--- config.mk ---
export PLATFORM = sky130hd
export DESIGN_NAME = volume_slice_extractor_top_flat
export DESIGN_NICKNAME = d
export VERILOG_FILES = /design/src/rtl/vse_pkg.sv /design/src/rtl/vse_in_if.sv /design/src/rtl/vse_out_if.sv /design/src/rtl/volume_slice_extractor_top.sv /design/src/rtl/vse_front.sv /design/src/rtl/vse_queue.sv /design/src/rtl/vse_back.sv /design/src/flat_wrapper.sv
export SDC_FILE = /design/constraint.sdc
export NUM_CORES = 2
export LEC_CHECK = 0
export BUFFER_PORTS_ARGS = -buffer_cell sky130_fd_sc_hd__buf_2
export CORE_MARGIN = 8
export CORE_UTILIZATION = 40
export CTS_CLUSTER_DIAMETER = 40
export DETAILED_ROUTE_END_ITERATION = 7
export REMOVE_ABC_BUFFERS = 1
export SETUP_SLACK_MARGIN = 0.15
export SLEW_MARGIN = 20
export SYNTH_ARGS = -nofsm -noshare
export SYNTH_HDL_FRONTEND = slang
export SYNTH_HIERARCHICAL = 1
export SYNTH_SLANG_ARGS = --single-unit
--- constraint.sdc ---
create_clock -name clk_i -period 21.1 [get_ports clk_i]
set_input_delay 4.22 -clock clk_i [delete_from_list [all_inputs] [get_ports clk_i]]
set_output_delay 4.22 -clock clk_i [all_outputs]
set_load 0.03 [all_outputs]
--- src/rtl/vse_pkg.sv ---
// Shared types, constants and helpers for the volume slice extractor.
`default_nettype none

package vse_pkg;

  // Lattice geometry
  localparam int MAX_DIM = 64;
  localparam int COORD_W = $clog2(MAX_DIM);
  localparam int SIZE_W  = 7;
  localparam int POS_W   = 6;

  // Payload widths
  localparam int VEL_W   = 16;
  localparam int DENS_W  = 16;
  localparam int PIX_W   = 17;
  localparam int IDX_W   = 12;

  // Magnitude unit
  localparam int RAD_W   = 2 * VEL_W;
  localparam int ROOT_W  = VEL_W;
  localparam int REM_W   = ROOT_W + 4;
  localparam int STEP_W  = $clog2(ROOT_W);

  // Pending-pixel queue
  localparam int QDEPTH  = 4;
  localparam int QPTR_W  = $clog2(QDEPTH);
  localparam int QCNT_W  = $clog2(QDEPTH + 1);

  // Configuration port
  localparam int ADDR_W  = 5;
  localparam int DATA_W  = 32;

  typedef enum logic [2:0] {
    REG_ORIENT = 3'd0,
    REG_FIELD  = 3'd1,
    REG_SLICE  = 3'd2,
    REG_SIZE_X = 3'd3,
    REG_SIZE_Y = 3'd4,
    REG_SIZE_Z = 3'd5
  } reg_idx_e;

  typedef enum logic [1:0] {
    ORIENT_XY = 2'd0,
    ORIENT_XZ = 2'd1,
    ORIENT_YZ = 2'd2
  } orient_e;

  typedef enum logic [2:0] {
    FIELD_MAG   = 3'd0,
    FIELD_VX    = 3'd1,
    FIELD_VY    = 3'd2,
    FIELD_VZ    = 3'd3,
    FIELD_DENS  = 3'd4,
    FIELD_SOLID = 3'd5
  } field_e;

  typedef enum logic [3:0] {
    BK_IDLE   = 4'b0001,
    BK_SQUARE = 4'b0010,
    BK_SUM    = 4'b0100,
    BK_ROOT   = 4'b1000
  } back_state_e;

  typedef struct packed {
    logic [1:0]        orientation;
    logic [2:0]        field_select;
    logic [POS_W-1:0]  slice_position;
    logic [SIZE_W-1:0] size_x;
    logic [SIZE_W-1:0] size_y;
    logic [SIZE_W-1:0] size_z;
  } cfg_t;

  // One classified pixel waiting for the back end
  typedef struct packed {
    logic                    is_mag;
    logic signed [PIX_W-1:0] value;
    logic signed [VEL_W-1:0] vel_x;
    logic signed [VEL_W-1:0] vel_y;
    logic signed [VEL_W-1:0] vel_z;
    logic [IDX_W-1:0]        idx;
    logic                    last;
  } entry_t;

  // Zero counts as one, anything above the lattice limit saturates
  function automatic logic [SIZE_W-1:0] eff_size(input logic [SIZE_W-1:0] s);
    logic [SIZE_W-1:0] r;
    if (s == '0) begin
      r = SIZE_W'(1);
    end else if (s > SIZE_W'(MAX_DIM)) begin
      r = SIZE_W'(MAX_DIM);
    end else begin
      r = s;
    end
    return r;
  endfunction

endpackage

`default_nettype wire

--- src/rtl/vse_in_if.sv ---
// Voxel input channel: valid/ready with the voxel payload.
`default_nettype none

interface vse_in_if
  import vse_pkg::*;
();
  logic                    valid;
  logic                    ready;
  logic signed [VEL_W-1:0] vel_x;
  logic signed [VEL_W-1:0] vel_y;
  logic signed [VEL_W-1:0] vel_z;
  logic [DENS_W-1:0]       cell_density;
  logic                    solid_flag;

  modport source (output valid, vel_x, vel_y, vel_z, cell_density, solid_flag,
                  input ready);
  modport sink   (input valid, vel_x, vel_y, vel_z, cell_density, solid_flag,
                  output ready);
endinterface

`default_nettype wire

--- src/rtl/vse_out_if.sv ---
// Pixel output channel: valid/ready with the pixel payload.
`default_nettype none

interface vse_out_if
  import vse_pkg::*;
();
  logic                    valid;
  logic                    ready;
  logic signed [PIX_W-1:0] pixel_value;
  logic [IDX_W-1:0]        pixel_index;
  logic                    slice_last;

  modport source (output valid, pixel_value, pixel_index, slice_last,
                  input ready);
  modport sink   (input valid, pixel_value, pixel_index, slice_last,
                  output ready);
endinterface

`default_nettype wire

--- src/rtl/volume_slice_extractor_top.sv ---
// Top level: configuration registers, front end, pixel queue and back end.
`default_nettype none

// Volume slice extractor. Voxels arrive in raster order (x fastest, then y,
// then z) on vox_i; each voxel lying on the configured XY, XZ or YZ plane
// yields one pixel on pix_o with its raster index in the slice and a last
// flag on the final pixel. The input takes one voxel per cycle as long as
// the four-entry pixel queue has room. Pixels that carry a component,
// density or obstacle flag leave at one per cycle while the output is not
// stalled. A magnitude pixel holds the back end while it is taken from the
// queue, squared, summed and run through the bit-serial square root; no new
// pixel leaves the queue until the root is done. There is no clearing pass
// after reset. Program the APB registers only while idle.
module volume_slice_extractor_top
  import vse_pkg::*;
(
  input  wire logic              clk_i,
  input  wire logic              rst_ni,
  input  wire logic              psel_i,
  input  wire logic              penable_i,
  input  wire logic              pwrite_i,
  input  wire logic [ADDR_W-1:0] paddr_i,
  input  wire logic [DATA_W-1:0] pwdata_i,
  output logic      [DATA_W-1:0] prdata_o,
  output logic                   pready_o,
  vse_in_if.sink                 vox_i,
  vse_out_if.source              pix_o
);

  cfg_t               cfg_q;
  logic               cfg_wr;
  reg_idx_e           reg_sel;
  logic               push, pop, q_empty, q_full, back_busy;
  entry_t             push_entry, head_entry;
  logic [QCNT_W-1:0]  q_count;

  assign pready_o = 1'b1;
  assign cfg_wr   = psel_i && penable_i && pwrite_i && pready_o;
  assign reg_sel  = reg_idx_e'(paddr_i[ADDR_W-1:2]);

  // Register writes
  always_ff @(posedge clk_i or negedge rst_ni) begin
    if (!rst_ni) begin
      cfg_q.orientation    <= ORIENT_XY;
      cfg_q.field_select   <= FIELD_MAG;
      cfg_q.slice_position <= '0;
      cfg_q.size_x         <= SIZE_W'(MAX_DIM);
      cfg_q.size_y         <= SIZE_W'(MAX_DIM);
      cfg_q.size_z         <= SIZE_W'(MAX_DIM);
    end else if (cfg_wr) begin
      unique case (reg_sel)
        REG_ORIENT: cfg_q.orientation    <= pwdata_i[1:0];
        REG_FIELD:  cfg_q.field_select   <= pwdata_i[2:0];
        REG_SLICE:  cfg_q.slice_position <= pwdata_i[POS_W-1:0];
        REG_SIZE_X: cfg_q.size_x         <= pwdata_i[SIZE_W-1:0];
        REG_SIZE_Y: cfg_q.size_y         <= pwdata_i[SIZE_W-1:0];
        REG_SIZE_Z: cfg_q.size_z         <= pwdata_i[SIZE_W-1:0];
        default: ;
      endcase
    end
  end

  // Register reads
  always_comb begin
    unique case (reg_sel)
      REG_ORIENT: prdata_o = DATA_W'(cfg_q.orientation);
      REG_FIELD:  prdata_o = DATA_W'(cfg_q.field_select);
      REG_SLICE:  prdata_o = DATA_W'(cfg_q.slice_position);
      REG_SIZE_X: prdata_o = DATA_W'(cfg_q.size_x);
      REG_SIZE_Y: prdata_o = DATA_W'(cfg_q.size_y);
      REG_SIZE_Z: prdata_o = DATA_W'(cfg_q.size_z);
      default:    prdata_o = '0;
    endcase
  end

  vse_front u_front (
    .clk_i   (clk_i),
    .rst_ni  (rst_ni),
    .cfg_i   (cfg_q),
    .vox_i   (vox_i),
    .full_i  (q_full),
    .push_o  (push),
    .entry_o (push_entry)
  );

  vse_queue u_queue (
    .clk_i   (clk_i),
    .rst_ni  (rst_ni),
    .push_i  (push),
    .entry_i (push_entry),
    .pop_i   (pop),
    .head_o  (head_entry),
    .empty_o (q_empty),
    .full_o  (q_full),
    .count_o (q_count)
  );

  vse_back u_back (
    .clk_i   (clk_i),
    .rst_ni  (rst_ni),
    .head_i  (head_entry),
    .empty_i (q_empty),
    .pop_o   (pop),
    .busy_o  (back_busy),
    .pix_o   (pix_o)
  );

  // Checks
  a_q_bound: assert property (@(posedge clk_i) disable iff (!rst_ni)
    q_count <= QCNT_W'(QDEPTH))
    else $error("pixel queue count beyond depth");

  a_pop_nonempty: assert property (@(posedge clk_i) disable iff (!rst_ni)
    pop |-> !q_empty)
    else $error("pop from empty pixel queue");

  a_busy_no_out: assert property (@(posedge clk_i) disable iff (!rst_ni)
    (back_busy && $past(back_busy)) |-> !pix_o.valid)
    else $error("output valid while magnitude in progress");

endmodule

`default_nettype wire

--- src/rtl/vse_front.sv ---
// Front end: tracks voxel coordinates, picks out slice voxels, builds queue entries.
`default_nettype none

module vse_front
  import vse_pkg::*;
(
  input  wire logic   clk_i,
  input  wire logic   rst_ni,
  input  wire cfg_t   cfg_i,
  vse_in_if.sink      vox_i,
  input  wire logic   full_i,
  output logic        push_o,
  output entry_t      entry_o
);

  logic [COORD_W-1:0] x_q, y_q, z_q;
  logic [COORD_W-1:0] x_d, y_d, z_d;
  logic [SIZE_W-1:0]  sx, sy, sz;
  logic               accept;
  logic               emit;
  logic [COORD_W-1:0] a_crd, b_crd, n_crd;
  logic [SIZE_W-1:0]  a_size, b_size, n_size;
  logic [SIZE_W+COORD_W:0] idx_full;
  logic [SIZE_W-1:0]  x_inc, y_inc, z_inc;

  assign sx = eff_size(cfg_i.size_x);
  assign sy = eff_size(cfg_i.size_y);
  assign sz = eff_size(cfg_i.size_z);

  assign vox_i.ready = !full_i;
  assign accept      = vox_i.valid && vox_i.ready;

  // Plane select: in-plane coordinates a (fast), b (slow), normal n
  always_comb begin
    unique case (cfg_i.orientation)
      ORIENT_XY: begin
        a_crd = x_q; a_size = sx;
        b_crd = y_q; b_size = sy;
        n_crd = z_q; n_size = sz;
      end
      ORIENT_YZ: begin
        a_crd = y_q; a_size = sy;
        b_crd = z_q; b_size = sz;
        n_crd = x_q; n_size = sx;
      end
      default: begin
        a_crd = x_q; a_size = sx;
        b_crd = z_q; b_size = sz;
        n_crd = y_q; n_size = sy;
      end
    endcase
  end

  assign emit = (SIZE_W'(cfg_i.slice_position) < n_size) &&
                (n_crd == COORD_W'(cfg_i.slice_position));

  assign idx_full = (SIZE_W+COORD_W+1)'(a_crd) +
                    (SIZE_W+COORD_W+1)'(a_size) * (SIZE_W+COORD_W+1)'(b_crd);

  // Entry build, with the non-magnitude value already selected
  always_comb begin
    entry_o.is_mag = (cfg_i.field_select == FIELD_MAG);
    entry_o.vel_x  = vox_i.vel_x;
    entry_o.vel_y  = vox_i.vel_y;
    entry_o.vel_z  = vox_i.vel_z;
    entry_o.idx    = idx_full[IDX_W-1:0];
    entry_o.last   = (SIZE_W'(a_crd) + SIZE_W'(1) == a_size) &&
                     (SIZE_W'(b_crd) + SIZE_W'(1) == b_size);
    unique case (cfg_i.field_select)
      FIELD_VX:    entry_o.value = PIX_W'(vox_i.vel_x);
      FIELD_VY:    entry_o.value = PIX_W'(vox_i.vel_y);
      FIELD_VZ:    entry_o.value = PIX_W'(vox_i.vel_z);
      FIELD_DENS:  entry_o.value = $signed({1'b0, vox_i.cell_density});
      FIELD_SOLID: entry_o.value = $signed(PIX_W'(vox_i.solid_flag));
      default:     entry_o.value = '0;
    endcase
  end

  assign push_o = accept && emit;

  // Raster counters, wrap test is coordinate + 1 >= extent
  assign x_inc = SIZE_W'(x_q) + SIZE_W'(1);
  assign y_inc = SIZE_W'(y_q) + SIZE_W'(1);
  assign z_inc = SIZE_W'(z_q) + SIZE_W'(1);

  always_comb begin
    x_d = x_q;
    y_d = y_q;
    z_d = z_q;
    if (accept) begin
      if (x_inc >= sx) begin
        x_d = '0;
        if (y_inc >= sy) begin
          y_d = '0;
          if (z_inc >= sz) begin
            z_d = '0;
          end else begin
            z_d = z_inc[COORD_W-1:0];
          end
        end else begin
          y_d = y_inc[COORD_W-1:0];
        end
      end else begin
        x_d = x_inc[COORD_W-1:0];
      end
    end
  end

  always_ff @(posedge clk_i or negedge rst_ni) begin
    if (!rst_ni) begin
      x_q <= '0;
      y_q <= '0;
      z_q <= '0;
    end else begin
      x_q <= x_d;
      y_q <= y_d;
      z_q <= z_d;
    end
  end

endmodule

`default_nettype wire

--- src/rtl/vse_queue.sv ---
// Small register FIFO of pending pixels between front and back ends.
`default_nettype none

module vse_queue
  import vse_pkg::*;
(
  input  wire logic   clk_i,
  input  wire logic   rst_ni,
  input  wire logic   push_i,
  input  wire entry_t entry_i,
  input  wire logic   pop_i,
  output entry_t      head_o,
  output logic        empty_o,
  output logic        full_o,
  output logic [QCNT_W-1:0] count_o
);

  entry_t              mem_q [QDEPTH];
  logic [QPTR_W-1:0]   wr_q, rd_q;
  logic [QCNT_W-1:0]   cnt_q, cnt_d;

  assign head_o  = mem_q[rd_q];
  assign empty_o = (cnt_q == '0);
  assign full_o  = (cnt_q == QCNT_W'(QDEPTH));
  assign count_o = cnt_q;

  always_comb begin
    cnt_d = cnt_q;
    if (push_i && !pop_i) begin
      cnt_d = cnt_q + QCNT_W'(1);
    end else if (pop_i && !push_i) begin
      cnt_d = cnt_q - QCNT_W'(1);
    end
  end

  // Pointers and fill count
  always_ff @(posedge clk_i or negedge rst_ni) begin
    if (!rst_ni) begin
      wr_q  <= '0;
      rd_q  <= '0;
      cnt_q <= '0;
    end else begin
      if (push_i) begin
        wr_q <= wr_q + QPTR_W'(1);
      end
      if (pop_i) begin
        rd_q <= rd_q + QPTR_W'(1);
      end
      cnt_q <= cnt_d;
    end
  end

  // Storage
  always_ff @(posedge clk_i) begin
    if (push_i) begin
      mem_q[wr_q] <= entry_i;
    end
  end

endmodule

`default_nettype wire

--- src/rtl/vse_back.sv ---
// Back end: magnitude root unit and the registered pixel output.
`default_nettype none

module vse_back
  import vse_pkg::*;
(
  input  wire logic   clk_i,
  input  wire logic   rst_ni,
  input  wire entry_t head_i,
  input  wire logic   empty_i,
  output logic        pop_o,
  output logic        busy_o,
  vse_out_if.source   pix_o
);

  back_state_e             state_q, state_d;
  logic signed [VEL_W-1:0] vx_q, vy_q, vz_q;
  logic [IDX_W-1:0]        idx_q;
  logic                    last_q;
  logic [RAD_W-1:0]        sqx_q, sqy_q, sqz_q;
  logic [RAD_W-1:0]        rad_q;
  logic [REM_W-1:0]        rem_q, rem_d, rem_sh, trial;
  logic [ROOT_W-1:0]       root_q, root_d;
  logic [STEP_W-1:0]       step_q;
  logic                    out_free;
  logic                    root_done;

  logic                    ovalid_q;
  logic signed [PIX_W-1:0] oval_q;
  logic [IDX_W-1:0]        oidx_q;
  logic                    olast_q;

  assign out_free  = !ovalid_q || pix_o.ready;
  assign pop_o     = (state_q == BK_IDLE) && !empty_i && out_free;
  assign busy_o    = (state_q != BK_IDLE);
  assign root_done = (state_q == BK_ROOT) && (step_q == STEP_W'(ROOT_W - 1));

  assign pix_o.valid       = ovalid_q;
  assign pix_o.pixel_value = oval_q;
  assign pix_o.pixel_index = oidx_q;
  assign pix_o.slice_last  = olast_q;

  // One root bit per cycle: bring down two radicand bits, trial subtract
  assign rem_sh = {rem_q[REM_W-3:0], rad_q[RAD_W-1 -: 2]};
  assign trial  = REM_W'({root_q, 2'b01});

  always_comb begin
    if (rem_sh >= trial) begin
      rem_d  = rem_sh - trial;
      root_d = {root_q[ROOT_W-2:0], 1'b1};
    end else begin
      rem_d  = rem_sh;
      root_d = {root_q[ROOT_W-2:0], 1'b0};
    end
  end

  // Sequencer
  always_comb begin
    state_d = state_q;
    unique case (state_q)
      BK_IDLE:   if (pop_o && head_i.is_mag) state_d = BK_SQUARE;
      BK_SQUARE: state_d = BK_SUM;
      BK_SUM:    state_d = BK_ROOT;
      BK_ROOT:   if (root_done) state_d = BK_IDLE;
      default:   state_d = BK_IDLE;
    endcase
  end

  always_ff @(posedge clk_i or negedge rst_ni) begin
    if (!rst_ni) begin
      state_q  <= BK_IDLE;
      ovalid_q <= 1'b0;
    end else begin
      state_q <= state_d;
      if ((pop_o && !head_i.is_mag) || root_done) begin
        ovalid_q <= 1'b1;
      end else if (pix_o.ready) begin
        ovalid_q <= 1'b0;
      end
    end
  end

  // Datapath
  always_ff @(posedge clk_i) begin
    if (pop_o) begin
      vx_q   <= head_i.vel_x;
      vy_q   <= head_i.vel_y;
      vz_q   <= head_i.vel_z;
      idx_q  <= head_i.idx;
      last_q <= head_i.last;
    end
    if (state_q == BK_SQUARE) begin
      sqx_q <= RAD_W'(vx_q) * RAD_W'(vx_q);
      sqy_q <= RAD_W'(vy_q) * RAD_W'(vy_q);
      sqz_q <= RAD_W'(vz_q) * RAD_W'(vz_q);
    end
    if (state_q == BK_SUM) begin
      rad_q  <= sqx_q + sqy_q + sqz_q;
      rem_q  <= '0;
      root_q <= '0;
      step_q <= '0;
    end
    if (state_q == BK_ROOT) begin
      rad_q  <= {rad_q[RAD_W-3:0], 2'b00};
      rem_q  <= rem_d;
      root_q <= root_d;
      step_q <= step_q + STEP_W'(1);
    end
    // Output register
    if (pop_o && !head_i.is_mag) begin
      oval_q  <= head_i.value;
      oidx_q  <= head_i.idx;
      olast_q <= head_i.last;
    end else if (root_done) begin
      oval_q  <= $signed(PIX_W'(root_d));
      oidx_q  <= idx_q;
      olast_q <= last_q;
    end
  end

endmodule

`default_nettype wire
--- src/flat_wrapper.sv ---
// flat-port wrapper written by rule: the top's interface ports become plain ports
module volume_slice_extractor_top_flat import vse_pkg::*;
  (clk_i, rst_ni, psel_i, penable_i, pwrite_i, paddr_i, pwdata_i, prdata_o, pready_o, vox_i_valid, vox_i_vel_x, vox_i_vel_y, vox_i_vel_z, vox_i_cell_density, vox_i_solid_flag, vox_i_ready, pix_o_valid, pix_o_pixel_value, pix_o_pixel_index, pix_o_slice_last, pix_o_ready);
  vse_in_if vox_i_i ();
  vse_out_if pix_o_i ();
  input  wire logic clk_i;
  input  wire logic rst_ni;
  input  wire logic psel_i;
  input  wire logic penable_i;
  input  wire logic pwrite_i;
  input  wire logic [ADDR_W-1:0] paddr_i;
  input  wire logic [DATA_W-1:0] pwdata_i;
  output logic      [DATA_W-1:0] prdata_o;
  output logic pready_o;
  input wire logic [$bits(vox_i_i.valid)-1:0] vox_i_valid;
  input wire logic [$bits(vox_i_i.vel_x)-1:0] vox_i_vel_x;
  input wire logic [$bits(vox_i_i.vel_y)-1:0] vox_i_vel_y;
  input wire logic [$bits(vox_i_i.vel_z)-1:0] vox_i_vel_z;
  input wire logic [$bits(vox_i_i.cell_density)-1:0] vox_i_cell_density;
  input wire logic [$bits(vox_i_i.solid_flag)-1:0] vox_i_solid_flag;
  output wire logic [$bits(vox_i_i.ready)-1:0] vox_i_ready;
  output wire logic [$bits(pix_o_i.valid)-1:0] pix_o_valid;
  output wire logic [$bits(pix_o_i.pixel_value)-1:0] pix_o_pixel_value;
  output wire logic [$bits(pix_o_i.pixel_index)-1:0] pix_o_pixel_index;
  output wire logic [$bits(pix_o_i.slice_last)-1:0] pix_o_slice_last;
  input wire logic [$bits(pix_o_i.ready)-1:0] pix_o_ready;
  assign vox_i_i.valid = vox_i_valid;
  assign vox_i_i.vel_x = vox_i_vel_x;
  assign vox_i_i.vel_y = vox_i_vel_y;
  assign vox_i_i.vel_z = vox_i_vel_z;
  assign vox_i_i.cell_density = vox_i_cell_density;
  assign vox_i_i.solid_flag = vox_i_solid_flag;
  assign vox_i_ready = vox_i_i.ready;
  assign pix_o_valid = pix_o_i.valid;
  assign pix_o_pixel_value = pix_o_i.pixel_value;
  assign pix_o_pixel_index = pix_o_i.pixel_index;
  assign pix_o_slice_last = pix_o_i.slice_last;
  assign pix_o_i.ready = pix_o_ready;
  volume_slice_extractor_top u_core (.clk_i(clk_i), .rst_ni(rst_ni), .psel_i(psel_i), .penable_i(penable_i), .pwrite_i(pwrite_i), .paddr_i(paddr_i), .pwdata_i(pwdata_i), .prdata_o(prdata_o), .pready_o(pready_o), .vox_i(vox_i_i), .pix_o(pix_o_i));
endmodule
==> results.ini <==
[outcome]
status=finished, final reports clean

[placement]
port_buffers=120
dpl_worst_slack_ns=11.25
place_hpwl_um=99080
dpl.cell_count=6828
gp_congestion=0.8442

[worst_setup_path]
startpoint_type=input pin
path_max_fanout=11
crit_type=input pin to output port
critPathRequiredTime_ns=16.88
critPathArrivalTime_ns=5.63
crit_path_end_kind=output port

[timing]
clock_skew_ns=0.05622
finalSetupViolCount=0
slew_viol_final=0
fin_setup_tns_ns=0
fin_crit_sh_pct=46.70
whs_ns=0.4974
hold_violations=0
period_needed_ns=9.853
slew_headroom_pct=25.19
rsz0062_at_grt=no
max_freq_mhz=101.5
fin_ws_ns=11.25
tightest_slew_ns=1.117

[yosys]
synth_edf_count=568
synth_top_area_share_pct=29.83
yosys.area.top_type=edfxtp_1
synth_area_leaders=edfxtp_1 (30%), fa_1 (26%), ha_1 (8.5%)
ys_types=102
synth-seq-cells=632
async_flop_share_pct=9.810
syn-mean-instance-area_um2=11.53
yosysWarnings=6
ys_seq_area_share_pct=32.62
synth-main-ff-cell=edfxtp_1
synthCells=4958
syn_area_mm2=0.05717

[cts]
cts_resized=0
cts_tree=built
postCtsHoldBufs=0
clkSinkCount=632
root_buffer=clkbuf_16
clkLatencyLatePin_ns=0.70
cts_made_buffers=94
htree_levels=3
postCtsSetupRepairBufs=0
clk_pin_slew_ns=0.06
clock_path_buffers=3

[global_routing]
track_usage_pct=16.69
grt_pass1_wl_um=208400
grt_max_degree=69
antenna_found_initial=17
grt_pass1_vias=38070
grt-ovfl-total=0

[final_layout]
layout_common_cells=inv_1 (1045), fa_1 (755), edfxtp_1 (568)
syn2layout_area_growth_pct=9.598
fin_cells=7011
drive_above_1_share_pct=11.09
final_nets=6286
layout_commonest_cell=inv_1

[floorplan]
coreArea_mm2=0.1418
num_rows=138
die_area_mm2=0.1553
die_w_um=394.1
initial_core_util_pct=40.33
ios=174
die_h_um=394.1

[flow_run]
cap_viol_max_count=0

[drt]
firstDrtPassIters=5
num_vias=35040
wl_per_cell_um=18.25
drcViolationCount=0
drtAntennaViolNets=0
vias_per_cell=4.998
drtIter0Drc=2098
totalWireLength_um=128000

[hold_path]
hold_class=flop to flop

-- critical path, cell delays in order --
cell and delay (ns):
buf_2 0.19, nor2b_1 0.53, a221oi_1 0.18, nor2_1 0.25
buf_2 0.25
-- routing by layer --
metal	vias to the layer above	wire length, um	part of all wire [%]	track usage, %
li1	16170	-	-	-
met1	17940	55040	43	22.06
met2	773	63480	50	28.96
met3	155	6625	5.2	2.472
met4	8	2772	2.2	3.906
met5	-	55	0.043	0
-- synth_stat cells, types with 77 or more instances --
cell / n
inv_1: 1045
fa_1: 755
edfxtp_1: 568
ha_1: 388
nand2_1: 365
nor2_1: 243
xnor2_1: 181
o21ai_0: 138
a21oi_1: 121
and2_1: 111
clkbuf_1: 95
mux4_2: 79
buf_4: 77
-- flip-flops by register name (all words and copies together), names as in the netlist, 3 cells and up --
name / cells
u_core/u_back/sqx_q: 31
u_core/u_back/vy_q: 16
u_core/u_back/state_q: 4
u_core/u_back/vx_q: 16
u_core/u_back/step_q: 4
u_core/u_back/rad_q: 32
u_core/u_front/z_q: 6
u_core/u_queue/mem_q: 316
u_core/u_front/x_q: 6
u_core/u_back/sqy_q: 31
u_core/u_back/sqz_q: 31
u_core/cfg_q: 32
u_core/u_queue/count_o: 3
u_core/u_back/pix_o.pixel_index: 12
u_core/u_back/idx_q: 12
u_core/u_back/rem_q: 18
u_core/u_back/vz_q: 16
u_core/u_front/y_q: 6
u_core/u_back/root_q: 16
u_core/u_back/pix_o.pixel_value: 17
-- cells by family after synthesis --
logic type / count (synthesis) / share of synthesized area (%)
fa+ha+maj: 1143 / 34.93
mux: 204 / 5.593
compound gates: 532 / 6.248
other cells: 4 / 0.02625
xor+xnor: 240 / 3.676
simple gates: 948 / 7.804
buf+inv: 1255 / 9.101
flops: 632 / 32.62
-- per-stage QoR --
| stage | area (um^2) | util (%) |
|---|---|---|
| 3_5_place_dp | 59340 | 41.86 |
| 3_3_place_gp | 59340 | 41.86 |
| 5_1_grt | 62650 | 44.20 |
| 6_report | 62660 | 44.20 |
| 2_1_floorplan | 55990 | - |
| 4_1_cts | 62650 | 44.19 |
-- cell type report --
type	instances	area (um^2)
fill	13160	79100
multi-input combinational	3096	33460
sequential	632	18660
inverter	1046	3926
clock buffer	106	2397
tap	1890	2365
timing repair buffer	164	930.9
clock inverter	71	909.6
antenna	6	15.01
-- path summary, 6_finish.rpt --
path                                        start                 endpoint  slack (ns)  cells after the start
max                                    paddr_i[4]              prdata_o[5]       11.25                      5
min                        u_core/u_back/rad_q[0]   u_core/u_back/rad_q[0]        0.50                      2
max reg2reg                 u_core/u_back/vz_q[2]  u_core/u_back/sqz_q[31]       13.51                     18
min reg2reg                u_core/u_back/rad_q[0]   u_core/u_back/rad_q[0]        0.50                      2
max in group asynchronous                  rst_ni   u_core/u_queue/rd_q[0]       16.66                      2
min in group asynchronous                  rst_ni    u_core/u_front/z_q[1]        3.73                      2
Power is not shown: default switching activity piles up to over one toggle a cycle in this logic, so the estimate is an artifact.
